## config.mk

```make
export PLATFORM = sky130hd
export DESIGN_NAME = psl_ram
export DESIGN_NICKNAME = d
export VERILOG_FILES = /design/src/hw/rtl/psl_ram.sv
export SDC_FILE = /design/constraint.sdc
export NUM_CORES = 1
export LEC_CHECK = 0
export BUFFER_PORTS_ARGS = -buffer_cell sky130_fd_sc_hd__clkbuf_2
export CAP_MARGIN = 15
export CORE_ASPECT_RATIO = 0.8
export CORE_MARGIN = 2
export CORE_UTILIZATION = 45
export CTS_CLUSTER_SIZE = 12
export DETAILED_ROUTE_END_ITERATION = 10
export HOLD_SLACK_MARGIN = 0.08
export MAX_ROUTING_LAYER = met4
export PLACE_DENSITY = 0.56
export SLEW_MARGIN = 20
export SYNTH_ARGS = -nofsm -noshare
export SYNTH_HDL_FRONTEND = slang
export SYNTH_SLANG_ARGS = --single-unit
```

## constraint.sdc

```tcl
create_clock -name clock -period 2.95 [get_ports clock]
set_input_delay 0.295 -clock clock [delete_from_list [all_inputs] [get_ports clock]]
set_output_delay 0.295 -clock clock [all_outputs]
set_load 0.1 [all_outputs]
```

## src/hw/rtl/psl_ram.sv

```systemverilog
// Generic single-port synchronous RAM with registered read data.
`default_nettype none
module psl_ram #(
   parameter int WIDTH = 1,
   parameter int DEPTH = 1024
) (
   input  wire logic                     clock,
   input  wire logic                     en,
   input  wire logic                     we,
   input  wire logic [$clog2(DEPTH)-1:0] addr,
   input  wire logic [WIDTH-1:0]         wr_data,
   output logic      [WIDTH-1:0]         rd_data
);

   logic [WIDTH-1:0] mem [DEPTH];

   always_ff @(posedge clock) begin
      if (en) begin
         if (we) begin
            mem[addr] <= wr_data;
         end else begin
            rd_data <= mem[addr];
         end
      end
   end

endmodule
`default_nettype wire

```

After elaboration in Yosys (flattened, before gate mapping)

Memories as Yosys holds them, arrays and structs flattened. A register that Yosys moved wholly into a read port is not among the register bits.
Cells that the tools add are included.

Bitwise operators: 1
Muxes and demuxes: 3
Reductions and logical operators: 1

Operators by type and width:

| cell                | number |
|---|---|
| 1-bit two-way mux   | 3 |
| 2-bit AND reduction | 1 |
| 1-bit inverter      | 1 |

Register bits: 0
Word-level logic and storage cells: 6
Memories: 1
Output and inout bits: 1
RAM bits: 1024

Memories:

| memory | depth | width | read ports | clocked after memory_dff | wr ports | RTL line | source |
|---|---|---|---|---|---|---|---|
| mem    | 1024  | 1     | 1          | 1                        | 1        | 15       | `logic [WIDTH-1:0] mem [DEPTH];` |

Depth between registers and ports, before layout

Word-level depth: 3
Gate-level depth with buffers: 12

Least setup slack after synthesis

No wires, ideal clock.

Path type: in2reg
Start: input addr[0]
End: register rd_data, read port of mem (data pin)
Cell stages on the path: 11
Arrival: 2.145 ns
Path buffers: 4
Setup slack: 0.537 ns
Required time: 2.682 ns
Cell sequence: buf_6 buf_6 buf_4 buf_2 mux2i_1 nor2_1 nor4_1 o211ai_1 a32o_1 a22oi_1 nand4_1

RTL lines:

| item            | RTL line | source |
|---|---|---|
| start, declared | 10       | `input wire logic [$clog2(DEPTH)-1:0] addr,` |
| end, declared   | 12       | `output logic [WIDTH-1:0] rd_data` |

==> impl_metrics.py <==
metrics = {
    "run_status": {
        "status": "finished, final reports clean",
    },
    "die": {
        "die_h_um": 285,
        "die_w_um": 355,
        "start_util_pct": 45.6,
        "die-area_um2": 101000,
        "rows": 102,
        "io_pins": 15,
        "core_um2": 97200,
    },
    "place": {
        "dp_slack_ps": -274,
        "gp_routability_congestion": 0.854,
        "portBuffers": 14,
        "hpwl_um": 79600,
        "dp.cells": 4503,
    },
    "global_routing": {
        "grt-ovfl-total": 0,
        "grt_start_max_net_pins": 121,
        "grt_pass1_wl_um": 189000,
        "grt_pass1_vias": 27400,
        "antenna_found_initial": 1,
        "grt_usage_pct": 26.8,
    },
    "route": {
        "route.detailed.drc": 0,
        "dr.pass1.iters": 6,
        "wirelength_um": 131000,
        "avgViaCountPerCell": 5.97,
        "postRouteAntennaNets": 0,
        "wl_per_cell_um": 28.1,
        "first_iter_violations": 3681,
        "vias": 27900,
    },
    "yosys": {
        "post_synth_instance_area_um2": 44300,
        "synth_cell_type_count": 56,
        "synthFlopType": "edfxtp_1",
        "synthCells": 3216,
        "synth_edf_count": 1025,
        "synth-seq-cells": 1025,
        "yosysSeqAreaShare_pct": 69.4,
        "ys_async_sr_fraction_pct": 0,
        "synth_nets": 3230,
        "avgSynthCellArea_um2": 13.8,
        "yosysWarnings": 0,
    },
    "job": {
        "max-cap-violations": 0,
    },
    "clock_network": {
        "cts_setup_buffers": 0,
        "tritoncts": "yes",
        "h-tree-depth": 3,
        "clock_path_buffers": 3,
        "clkSlewWorstSetupHoldPaths_ps": 60,
        "post_cts_resized": 0,
        "cts-buffers-inserted": 105,
        "cts.sinks": 1025,
        "clk_latency_ps": 690,
        "clockRootBuffer": "clkbuf_16",
    },
    "min_path": {
        "hold_path_depth": 2,
        "hold_path_class": "input pin to register",
    },
    "sta": {
        "worst_pin_slew_ps": 779,
        "holdWs_ps": 119,
        "fmax_mhz": 360,
        "fin_skew_ps": 26.1,
        "hold_viol": 0,
        "worst_slack_ps": 175,
        "drv_slew": 0,
        "setup_viol": 0,
        "fin_crit_sh_pct": 94.1,
        "grt_setup_unrepaired": "false",
        "slew_headroom_pct": 48.1,
        "min_period_ps": 2770,
    },
    "layout": {
        "nets": 3325,
        "fin_util_pct": 51.9,
        "n_antenna_cell": 0,
        "area_growth_pct": 13.9,
        "nFillCells": 8208,
        "layout-drive-gt1-share_pct": 17.5,
        "fin_cells": 4678,
    },
    "critical_path": {
        "worstPathArrival_ps": 3180,
        "crit_type": "register to register",
        "r2r_cells": 8,
        "startpoint_type": "register",
        "cp.required_ps": 3360,
        "end_kind": "register",
        "cp_max_fo": 1,
    },
    "power_and_ir_drop": {
        "power_uw": 30000,
        "p_leak_uw": 0.0159,
        "p_per_area_nw_per_um2": 594,
        "ir_drop_uv": 454,
    },
}
[power by group]
group,internal [µW],switching [µW],leakage [µW],total [µW]
sequential,16000,2.54,0.00921,16000
clock,6920,5420,0.00151,12300
combinational,599,1030,0.00517,1630
total,23500,6450,0.0159,30000
[through the flow]
stage / area [µm²] / TNS [ps]
3_5_place_dp: 47400 / -274
6_report: 50500 / 0
3_3_place_gp: 47400 / -326
4_1_cts: 50500 / 0
5_1_grt: 50500 / 0
2_1_floorplan: 44300 / 0
[worst max-delay path, stage by stage (launching register included)]
cell	delay, ps
edfxtp_1	370
mux4_2	480
a211oi_1	390
buf_4	180
nand4_1	150
a32o_1	360
a22oi_1	290
buf_4	190
nand4_1	80
[logic make-up after synthesis]
group           count (synthesis)  synth area share [%]
flops                        1025                  69.4
mux                           403                  12.7
compound gates                212                  3.19
simple gates                 1266                  11.4
buf+inv                       310                  3.31
[final cells by class]
type / count / area, µm² / share of cell area [%]
Clock buffer: 133 / 2820 / 5.58
Tap cell: 1300 / 1630 / 3.22
Clock inverter: 41 / 267 / 0.528
Multi-Input combinational cell: 1881 / 12200 / 24.2
Timing Repair Buffer: 296 / 2800 / 5.55
Inverter: 2 / 7.51 / 0.0149
Sequential cell: 1025 / 30800 / 60.9
[cells in the mapped netlist, drive strengths merged, types with 3 or more instances]
cell type | n | share of area [%]
nor4 | 22 | 0.31
nand4bb | 6 | 0.15
nand3 | 16 | 0.18
edfxtp | 1025 | 69
a22oi | 22 | 0.37
o21ai | 23 | 0.26
o221ai | 3 | 0.059
mux2i | 276 | 6.2
nor2b | 10 | 0.14
a211oi | 13 | 0.22
nor3 | 17 | 0.19
or4b | 4 | 0.090
or4 | 3 | 0.051
a22o | 4 | 0.079
and3 | 6 | 0.085
nor3b | 4 | 0.068
nor2 | 1055 | 8.9
nand4 | 5 | 0.071
a31oi | 6 | 0.085
clkbuf | 190 | 1.6
nand2 | 103 | 0.87
buf | 118 | 1.7
nand4b | 4 | 0.079
a21oi | 10 | 0.11
mux4 | 125 | 6.4
o211ai | 9 | 0.16
o22ai | 107 | 1.5
[cells in the final DEF, fill, tap and decap left out, drive strengths merged, types with 2 or more instances in the layout]
cell type,synthesis,layout
a21oi,10,10
nand2,103,103
a22o,4,4
o211ai,9,9
nor4,22,22
o221ai,3,3
nor3b,4,4
buf,118,284
nand3,16,16
or4,3,3
mux2i,276,276
o22a,2,2
mux2,2,2
and3,6,6
o21ai,23,23
clkbuf,190,144
bufinv,0,3
a211o,2,2
nor3,17,17
nand4b,4,4
edfxtp,1025,1025
and3b,2,2
a211oi,13,13
or4b,4,4
and4b,2,2
nand4,5,5
a31oi,6,6
o22ai,107,107
and2,2,2
nand4bb,6,6
nor2b,10,10
nor2,1055,1055
a32o,2,2
clkinv,0,35
and4,2,2
o2111ai,2,2
a22oi,22,22
mux4,125,125
inv,2,4
[sequential cells by signal (all words and copies together), names as in the netlist]
register  flops
rd_data       1
mem        1024
[layer usage]
layer / GRT usage [%] / wire [µm]
met3: 5.20 / 12600
met5: - / 0
met4: 7.94 / 3720
met2: 39.0 / 58800
met1: 38.5 / 56300
[what timing repair did]
action	in CTS	in global routing
endpoints found under the hold margin	1	0
hold buffers	1	0
endpoints found under the setup margin	0	0
[final timing paths]
check	start	to	slack [ps]
worst max register to register	mem[327]	rd_data	180
worst min-delay path	en	rd_data	120
worst min register to register	mem[40]	rd_data	1090
worst max-delay path	mem[327]	rd_data	180
(Power assumes the default switching activity.)
