## config.mk

```make
export PLATFORM = sky130hd
export DESIGN_NAME = psl_ctrl
export DESIGN_NICKNAME = d
export VERILOG_FILES = /design/src/hw/rtl/psl_pkg.sv /design/src/hw/rtl/psl_ctrl.sv
export SDC_FILE = /design/constraint.sdc
export NUM_CORES = 1
export LEC_CHECK = 0
export ABC_AREA = 1
export BUFFER_PORTS_ARGS = -buffer_cell sky130_fd_sc_hd__buf_2
export CORE_AREA = 2 2 157 159
export DETAILED_ROUTE_END_ITERATION = 6
export DIE_AREA = 0 0 159 161
export SETUP_SLACK_MARGIN = 0.05
export SYNTH_ARGS = -nofsm -noshare
export SYNTH_HDL_FRONTEND = slang
export SYNTH_SLANG_ARGS = --single-unit
```

## constraint.sdc

```tcl
create_clock -name clock -period 3.9 [get_ports clock]
set_input_delay 0.195 -clock clock [delete_from_list [all_inputs] [get_ports clock]]
set_output_delay 0.195 -clock clock [all_outputs]
set_load 0.05 [all_outputs]
```

## src/hw/rtl/psl_pkg.sv

```systemverilog
// Shared types and constants for the prime sieve lister.
`default_nettype none
package psl_pkg;

   localparam int ORDINAL_W = 17;
   localparam int PRIME_W   = 16;
   localparam int GAP_W     = 16;
   localparam int LIMIT_W   = 17;

   localparam logic [LIMIT_W-1:0] LIMIT_RESET = 17'h10000;

   typedef struct packed {
      logic [ORDINAL_W-1:0] ordinal;
      logic [PRIME_W-1:0]   prime;
      logic [GAP_W-1:0]     gap;
      logic                 exhausted;
   } result_type;

endpackage
`default_nettype wire

```

## src/hw/rtl/psl_ctrl.sv

```systemverilog
// Sequencer: clear pass, sieve strikes and forward scan over the composite map.
`default_nettype none
module psl_ctrl #(
   parameter int MAX_LIMIT = 65536,
   localparam int AW = $clog2(MAX_LIMIT),
   localparam int CW = $clog2(MAX_LIMIT + 1)
) (
   input  wire logic          clock,
   input  wire logic          reset,
   input  wire logic          start,
   input  wire logic          restart,
   input  wire logic          stale,
   input  wire logic [CW-1:0] lim,
   output logic               busy,
   output logic               res_vld,
   output psl_pkg::result_type res,
   output logic               mem_en,
   output logic               mem_we,
   output logic [AW-1:0]      mem_addr,
   output logic               mem_wr_data,
   input  wire logic          mem_rd_data
);

   localparam int KW = CW + 1;
   localparam int XW = (CW > psl_pkg::ORDINAL_W) ? CW : psl_pkg::ORDINAL_W;

   localparam logic [2:0] ST_IDLE     = 3'd0;
   localparam logic [2:0] ST_CLEAR    = 3'd1;
   localparam logic [2:0] ST_BASE_RD  = 3'd2;
   localparam logic [2:0] ST_BASE_CHK = 3'd3;
   localparam logic [2:0] ST_STRIKE   = 3'd4;
   localparam logic [2:0] ST_SCAN     = 3'd5;

   localparam logic [CW-1:0] FIRST_PRIME = CW'(2);

   logic [2:0]                      state_ff, state_in;
   logic                            sieved_ff, sieved_in;
   logic [CW-1:0]                   cursor_ff, cursor_in;
   logic [psl_pkg::ORDINAL_W-1:0]   count_ff, count_in;
   logic [CW-1:0]                   prev_ff, prev_in;
   logic                            pend_vld_ff, pend_vld_in;
   logic [CW-1:0]                   pend_addr_ff, pend_addr_in;
   logic [KW-1:0]                   k_ff, k_in;
   logic [KW-1:0]                   base_ff, base_in;
   logic [KW-1:0]                   sq_ff, sq_in;

   logic [KW-1:0] lim_k;
   logic [KW-1:0] base_next;
   logic [KW-1:0] sq_next;
   logic [CW-1:0] gap_c;
   logic [XW-1:0] pend_x;
   logic [XW-1:0] gap_x;

   assign lim_k     = KW'(lim);
   assign base_next = base_ff + KW'(1);
   // (b+1)^2 = b^2 + 2b + 1
   assign sq_next   = sq_ff + {base_ff[KW-2:0], 1'b0} + KW'(1);
   assign gap_c     = pend_addr_ff - prev_ff;
   assign pend_x    = XW'(pend_addr_ff);
   assign gap_x     = XW'(gap_c);
   assign busy      = (state_ff != ST_IDLE);

   always_comb begin
      state_in     = state_ff;
      sieved_in    = sieved_ff;
      cursor_in    = cursor_ff;
      count_in     = count_ff;
      prev_in      = prev_ff;
      pend_vld_in  = 1'b0;
      pend_addr_in = pend_addr_ff;
      k_in         = k_ff;
      base_in      = base_ff;
      sq_in        = sq_ff;
      mem_en       = 1'b0;
      mem_we       = 1'b0;
      mem_addr     = cursor_ff[AW-1:0];
      mem_wr_data  = 1'b0;
      res_vld      = 1'b0;
      res          = '0;

      unique case (state_ff)
         ST_IDLE: begin
            if (start) begin
               if (restart || !sieved_ff) begin
                  state_in = ST_CLEAR;
                  k_in     = '0;
               end else begin
                  state_in = ST_SCAN;
               end
            end
         end
         ST_CLEAR: begin
            // only entries below the limit are ever read
            if (k_ff < lim_k) begin
               mem_en   = 1'b1;
               mem_we   = 1'b1;
               mem_addr = k_ff[AW-1:0];
               k_in     = k_ff + KW'(1);
            end else begin
               state_in = ST_BASE_RD;
               base_in  = KW'(2);
               sq_in    = KW'(4);
            end
         end
         ST_BASE_RD: begin
            if (sq_ff >= lim_k) begin
               state_in  = ST_SCAN;
               sieved_in = 1'b1;
               cursor_in = FIRST_PRIME;
               count_in  = '0;
               prev_in   = FIRST_PRIME;
            end else begin
               mem_en   = 1'b1;
               mem_addr = base_ff[AW-1:0];
               state_in = ST_BASE_CHK;
            end
         end
         ST_BASE_CHK: begin
            if (mem_rd_data) begin
               base_in  = base_next;
               sq_in    = sq_next;
               state_in = ST_BASE_RD;
            end else begin
               k_in     = sq_ff;
               state_in = ST_STRIKE;
            end
         end
         ST_STRIKE: begin
            if (k_ff < lim_k) begin
               mem_en      = 1'b1;
               mem_we      = 1'b1;
               mem_addr    = k_ff[AW-1:0];
               mem_wr_data = 1'b1;
               k_in        = k_ff + base_ff;
            end else begin
               base_in  = base_next;
               sq_in    = sq_next;
               state_in = ST_BASE_RD;
            end
         end
         ST_SCAN: begin
            // one read issued per cycle; data for pend_addr arrives in the next cycle
            if (pend_vld_ff && !mem_rd_data) begin
               res_vld       = 1'b1;
               res.ordinal   = count_ff + psl_pkg::ORDINAL_W'(1);
               res.prime     = pend_x[psl_pkg::PRIME_W-1:0];
               res.gap       = gap_x[psl_pkg::GAP_W-1:0];
               res.exhausted = 1'b0;
               count_in      = count_ff + psl_pkg::ORDINAL_W'(1);
               prev_in       = pend_addr_ff;
               cursor_in     = pend_addr_ff + CW'(1);
               state_in      = ST_IDLE;
            end else if (cursor_ff < lim) begin
               mem_en       = 1'b1;
               mem_addr     = cursor_ff[AW-1:0];
               pend_vld_in  = 1'b1;
               pend_addr_in = cursor_ff;
               cursor_in    = cursor_ff + CW'(1);
            end else begin
               res_vld       = 1'b1;
               res.exhausted = 1'b1;
               state_in      = ST_IDLE;
            end
         end
         default: begin
            state_in = ST_IDLE;
         end
      endcase

      if (stale) begin
         sieved_in = 1'b0;
      end
   end

   always_ff @(posedge clock) begin
      if (reset) begin
         state_ff    <= ST_IDLE;
         sieved_ff   <= 1'b0;
         cursor_ff   <= FIRST_PRIME;
         count_ff    <= '0;
         prev_ff     <= FIRST_PRIME;
         pend_vld_ff <= 1'b0;
      end else begin
         state_ff    <= state_in;
         sieved_ff   <= sieved_in;
         cursor_ff   <= cursor_in;
         count_ff    <= count_in;
         prev_ff     <= prev_in;
         pend_vld_ff <= pend_vld_in;
      end
   end

   always_ff @(posedge clock) begin
      pend_addr_ff <= pend_addr_in;
      k_ff         <= k_in;
      base_ff      <= base_in;
      sq_ff        <= sq_in;
   end

endmodule
`default_nettype wire

```

# Word-level counts from Yosys, hierarchy flattened

Cells that the tools add are included.

$add $sub $neg: 9
Order comparisons: 3
Equality and inequality tests: 18
Muxes and demuxes: 47
Bitwise gates (word level): 2
Reduce and logical (&&, ||, !) cells: 19

Operator list:

| cell                                                                   | count |
|---|---|
| 18-bit 2-to-1 mux                                                      | 11 |
| 18-bit case mux with 3 select lines                                    | 2 |
| 17-bit 2-to-1 mux                                                      | 5 |
| 18-bit case mux with 4 select lines                                    | 1 |
| 17-bit case mux with 2 select lines                                    | 2 |
| 16-bit case mux with 2 select lines                                    | 2 |
| 18-bit by 1-bit adder with 18-bit output (second input constant)       | 3 |
| 17-bit by 1-bit adder with 17-bit output (second input constant)       | 3 |
| 50-bit 2-to-1 mux                                                      | 1 |
| 49-bit 2-to-1 mux                                                      | 1 |
| 16-bit 2-to-1 mux                                                      | 3 |
| 18-bit adder                                                           | 2 |
| 2-bit inequality test (second input constant)                          | 11 |
| 3-bit 2-to-1 mux                                                       | 7 |
| 18-bit by 17-bit greater-or-equal comparator with 1-bit output         | 1 |
| 18-bit by 17-bit less-than comparator with 1-bit output                | 1 |
| 17-bit less-than comparator                                            | 1 |
| 16-bit subtractor                                                      | 1 |
| 3-bit case mux with 5 select lines                                     | 1 |
| 3-bit AND reduction                                                    | 4 |
| 1-bit 2-to-1 mux                                                       | 10 |
| 3-bit by 2-bit equality test with 1-bit output (second input constant) | 2 |
| 3-bit equality test (second input constant)                            | 2 |
| 3-bit inequality test (second input constant)                          | 2 |
| other kinds (14)                                                       | 19 |

Bits in registers: 126
Input bits: 23
Output and inout port bits: 71
Logic and storage cells: 108

# Longest topological paths before layout

Word-level depth: 5
Mapped depth: 17
Mapped depth without buffers: 17

# Worst setup path before layout

No wires, ideal clock.

Path kind: reg-to-reg
From: reg k_ff[13]
To: reg k_ff[0] (enable)
Library setup time: 446 ps
Arrival: 3278 ps
Data required time: 3454 ps
Setup slack: 176 ps
Stages on the path, launching flop included: 10
Path buffers: 0
Period minus slack after synthesis: 3724 ps
Cell sequence: edfxtp_1 ha_1 nand2_1 inv_1 nand2_1 nand2_1 a21oi_1 nand3_1 nand2_1 nor4b_1

Longest elaborated chain between the ends: 3
Elaborated cells between the ends (all ways): 4
Classes of those cells: order compare: 1; eq/ne: 2; reduce/logical: 1

RTL lines:

| element                                                   | line                            | source |
|---|---|---|
| from (decl)                                               | psl_ctrl.sv:43                  | `logic [KW-1:0] k_ff, k_in;` |
| from (signal assigned)                                    | psl_ctrl.sv:195                 | `k_ff <= k_in;` |
| 18-bit by 17-bit less-than comparator with 1-bit output * | psl_ctrl.sv:94, psl_ctrl.sv:129 |  |
| 2-bit inequality test (no source line)                    | n/a                             |  |
| 6-bit AND reduction (no source line) *                    | n/a                             |  |

Every way passes the cells marked *; elsewhere a longest branch is shown, timed or not.
A chain may end at the register's enable or synchronous reset.

# Final worst setup path

From: reg sq_ff[13]
To: out mem_addr[9]

Longest elaborated chain between the ends: 3

RTL lines:

| element                                                        | line            | source |
|---|---|---|
| from (decl)                                                    | psl_ctrl.sv:45  | `logic [KW-1:0] sq_ff, sq_in;` |
| from (signal assigned)                                         | psl_ctrl.sv:197 | `sq_ff <= sq_in;` |
| 18-bit by 17-bit greater-or-equal comparator with 1-bit output | psl_ctrl.sv:106 | `if (sq_ff >= lim_k) begin` |
| 16-bit 2-to-1 mux                                              | psl_ctrl.sv:106 |  |
| 16-bit case mux with 2 select lines                            | psl_ctrl.sv:81  | `unique case (state_ff)` |
| to (decl)                                                      | psl_ctrl.sv:19  | `output logic [AW-1:0] mem_addr,` |

No other way between the ends.

==> results by group <==
Status
  • Status: finished, final reports clean

Worst hold path
  • Hold path endpoint: pend_vld_ff
  • Worst Hold Depth: 2
  • Hold Startpoint: reset
  • HP Class: input pin to flip-flop

Logic synthesis
  • Largest family of logic cells by synthesized area: simple AND/OR/NAND/NOR gates
  • Cell variety after synth: 53
  • Synth Flop Type: edfxtp_1
  • XOR/XNOR Fraction of Synth Area: 1.25%
  • Post-Syn Nets: 1675
  • Syn Std Cell Area: 10500 um2
  • Async S/R FF share, synth: 0%
  • Synth Area in Adders: 12.4%
  • Post-synthesis compound-gate area fraction: 13.9%
  • Yosys warns: 0
  • Post-synth EDFFs: 71
  • Post-Syn Area per Cell: 6.80 um2
  • Sequential fraction of the synthesis area: 30.7%
  • Area share of and/or/nand/nor cells after synthesis: 32.4%
  • Synthesized flop and latch total: 126
  • Post-Synthesis Cells: 1549
  • Multiplexer area fraction after synthesis: 0.0950%

Critical path
  • Crit end category: output port
  • Crit start category: flip-flop
  • Reg-to-reg setup timing slack: 950 ps
  • Worst path required time: 3700 ps
  • CP max FO: 17
  • FF-to-FF path depth: 12
  • Reg2reg start: state_ff[2]
  • Worst Path Arrival: 3170 ps
  • Crit Path Class: flip-flop to output port
  • Reg2reg end: prev_ff[0]

Finish
  • Post-Layout Inst Area: 11900 um2
  • Fin nets: 1764
  • Share of cells above drive strength 1: 10.4%
  • Fillcell total: 2477
  • Antenna diodes: 0
  • Layout area overhead: 12.9%

Placement
  • # port buffers: 93
  • Cell area after placement: 11300 um2
  • Global placement routability congestion: 0.919
  • Detailed placement HPWL: 25900 um

Pwr
  • Worst vdd ir: 0.000421 V
  • Sw Ratio: 49.6%
  • Combinational power share: 51.2%
  • Power density over the cells: 698 nW/um2
  • Cell-internal power: 4.18 mW
  • Clock Power Share: 19.4%
  • NetSw: 4.12 mW
  • Reg power frac: 29.4%
  • Lkg Pwr: 5.74 nW

Die
  • I/O pin cnt: 94
  • Die area: 25600 um2
  • Die Y: 161 um
  • Initial Utilization: 44.0%
  • Die width: 159 um
  • # rows: 57
  • CORE AREA: 24000 um2

Routing
  • Final ANT Viol Nets: 0
  • Initial DRC count: 781
  • Pre-antenna DRT Iters: 5
  • Routed vias/inst: 5.30
  • Vias post-DR: 10500
  • Wire length per cell: 16.7 um
  • Top layer in use: met4
  • Met2 wire len: 16400 um
  • WL met1: 14200 um
  • # DRC: 0
  • Final wirelength: 33000 um
  • Met3 wire len: 1140 um

Clock tree
  • Clock Latency Late Sink: 430 ps
  • Num CTS Buffers: 17
  • Setup repair bufs after CTS: 0
  • CTS max path bufs: 2
  • Root buffer cell: clkbuf_16
  • CTS tree: yes
  • H-Tree Depth: 4
  • Clk sinks: 126
  • Clock-pin slew on the worst setup and hold paths: 70 ps

Global routing
  • Largest net degree at the start of global routing: 56
  • Global route total overflow: 0
  • First-pass GRT wire length: 52700 um
  • Vias in the first global route: 10100
  • Initial antenna violation count: 0
  • GRT Total Usage: 25.9%

STA
  • Period utilization: 86.4%
  • Post-route minimum period: 3370 ps
  • RSZ-0062 raised after global routing: false
  • Final setup vio count: 0
  • Setup TNS: 0 ps
  • Slew headroom: 41.4%
  • Worst Max-Slew Pin Slew: 879 ps
  • Final clock skew: 14.3 ps
  • Final slew viol count: 0
  • Max frequency: 297 MHz
  • Hold Vio Cnt, Final: 0

Flow run
  • Max cap viols: 0
==> through the flow <==
step | hold slack (ps) | utilization (%) | cells | setup slack, ps | power [mW]
after floorplan | 274 | - | 1549 | 176 | 5.47
after global placement | 374 | 47.1 | 1942 | 1040 | 6.63
after detailed placement | 386 | 47.1 | 1942 | 1000 | 6.68
after CTS | 295 | 49.6 | 1975 | 549 | 8.30
after global routing | 316 | 49.6 | 1975 | 333 | 8.97
final | 315 | 49.6 | 1975 | 531 | 8.30
==> synthesized netlist by cell type, types with 5 or more instances <==
cell / instances / area share [%]
a21o_1: 11 / 0.78
a21oi_1: 124 / 5.9
buf_2: 9 / 0.43
buf_4: 6 / 0.43
buf_6: 5 / 0.53
clkbuf_1: 11 / 0.39
dfxtp_1: 55 / 10
edfxtp_1: 71 / 20
ha_1: 100 / 12
inv_1: 199 / 7.1
inv_2: 6 / 0.21
nand2_1: 368 / 13
nand3_1: 103 / 4.9
nand3b_1: 9 / 0.64
nand4_1: 20 / 1.2
nor2_1: 231 / 8.2
nor3_1: 32 / 1.5
o21a_1: 16 / 1.1
o21ai_0: 69 / 3.3
o21ai_1: 14 / 0.67
o21bai_1: 7 / 0.50
or2_2: 13 / 0.77
xor2_1: 11 / 0.91
==> cells by family (layout without fill, tap and decap cells) <==
kind of cell	count (synthesis)	after routing
buffers and inverters	240	342
AND/OR/NAND/NOR	803	803
flip-flops	126	126
AO/OA/AOI/OAI	261	261
multiplexers	1	1
XOR/XNOR	15	15
adder cells (fa/ha/maj)	103	103
==> layout make-up <==
type	count	area, um2	share of cell area (%)
timing repair buffer	105	558	4.69
tap	324	405	3.41
clock buffer	19	475	4.00
clock inverter	13	116	0.978
multi-input combinational	1183	6340	53.3
inverter	205	769	6.47
sequential	126	3230	27.2
==> metal layers <==
| layer | vias to the layer above | GRT usage [%] |
|---|---|---|
| met4 | 0 | 10.8 |
| met2 | 253 | 46.8 |
| li1 | 5300 | - |
| met3 | 58 | 2.88 |
| met1 | 4851 | 31.5 |
| met5 | - | 0 |
==> flip-flops by register name, summed over array words and instances (netlist names) <==
name          count
cursor_ff        17
pend_vld_ff       1
pend_addr_ff     17
base_ff          18
sieved_ff         1
count_ff         17
k_ff             18
state_ff          3
prev_ff          16
sq_ff            18
==> cell usage in the layout (no fill, tap or decap), types with 11 or more instances in the layout <==
master	n
ha_1	100
o21ai_1	14
nand2_1	368
buf_2	93
a21o_1	11
nand3_1	103
nor3_1	32
clkbuf_16	19
dfxtp_1	55
o21a_1	16
a21oi_1	124
nand4_1	20
nor2_1	231
o21ai_0	69
edfxtp_1	71
inv_1	199
buf_4	11
or2_2	13
xor2_1	11
==> timing repair <==
item / 4_1_cts / 5_1_grt
endpoints found under the hold margin: 1 / 0
resized for setup: 0 / 0
hold buffers: 1 / 0
==> power groups by stage <==
| stage | sequential (mW) | combinational (mW) | clock [mW] |
|---|---|---|---|
| after global placement | 2.45 | 4.17 | 0 |
| after floorplan | 2.25 | 3.21 | 0 |
| after detailed placement | 2.46 | 4.22 | 0 |
| after CTS | 2.43 | 4.24 | 1.63 |
| final | 2.44 | 4.25 | 1.61 |
| after global routing | 2.48 | 4.78 | 1.70 |
==> worst max-delay path by stage <==
| stage | slack [ps] | startpoint | cells after the start | end |
|---|---|---|---|---|
| floorplan | 180 | k_ff[13] | 9 | k_ff[0] |
| global placement | 1040 | state_ff[1] | 16 | k_ff[16] |
| detailed placement | 1000 | state_ff[1] | 16 | k_ff[16] |
| CTS | 550 | sq_ff[0] | 12 | mem_addr[9] |
| global route | 330 | sq_ff[0] | 12 | mem_addr[6] |
| finish | 530 | sq_ff[13] | 10 | mem_addr[9] |
==> critical path: stages (launching register included) <==
cell and delay [ps]:
edfxtp_1 500, ha_1 340, a21o_1 180, nor2_1 130, o21ai_0 100, nand2_1 90
nand3_2 100, nor2_2 670, nand2_1 150, nand3_1 200, buf_2 290
(Power assumes the default switching activity.)
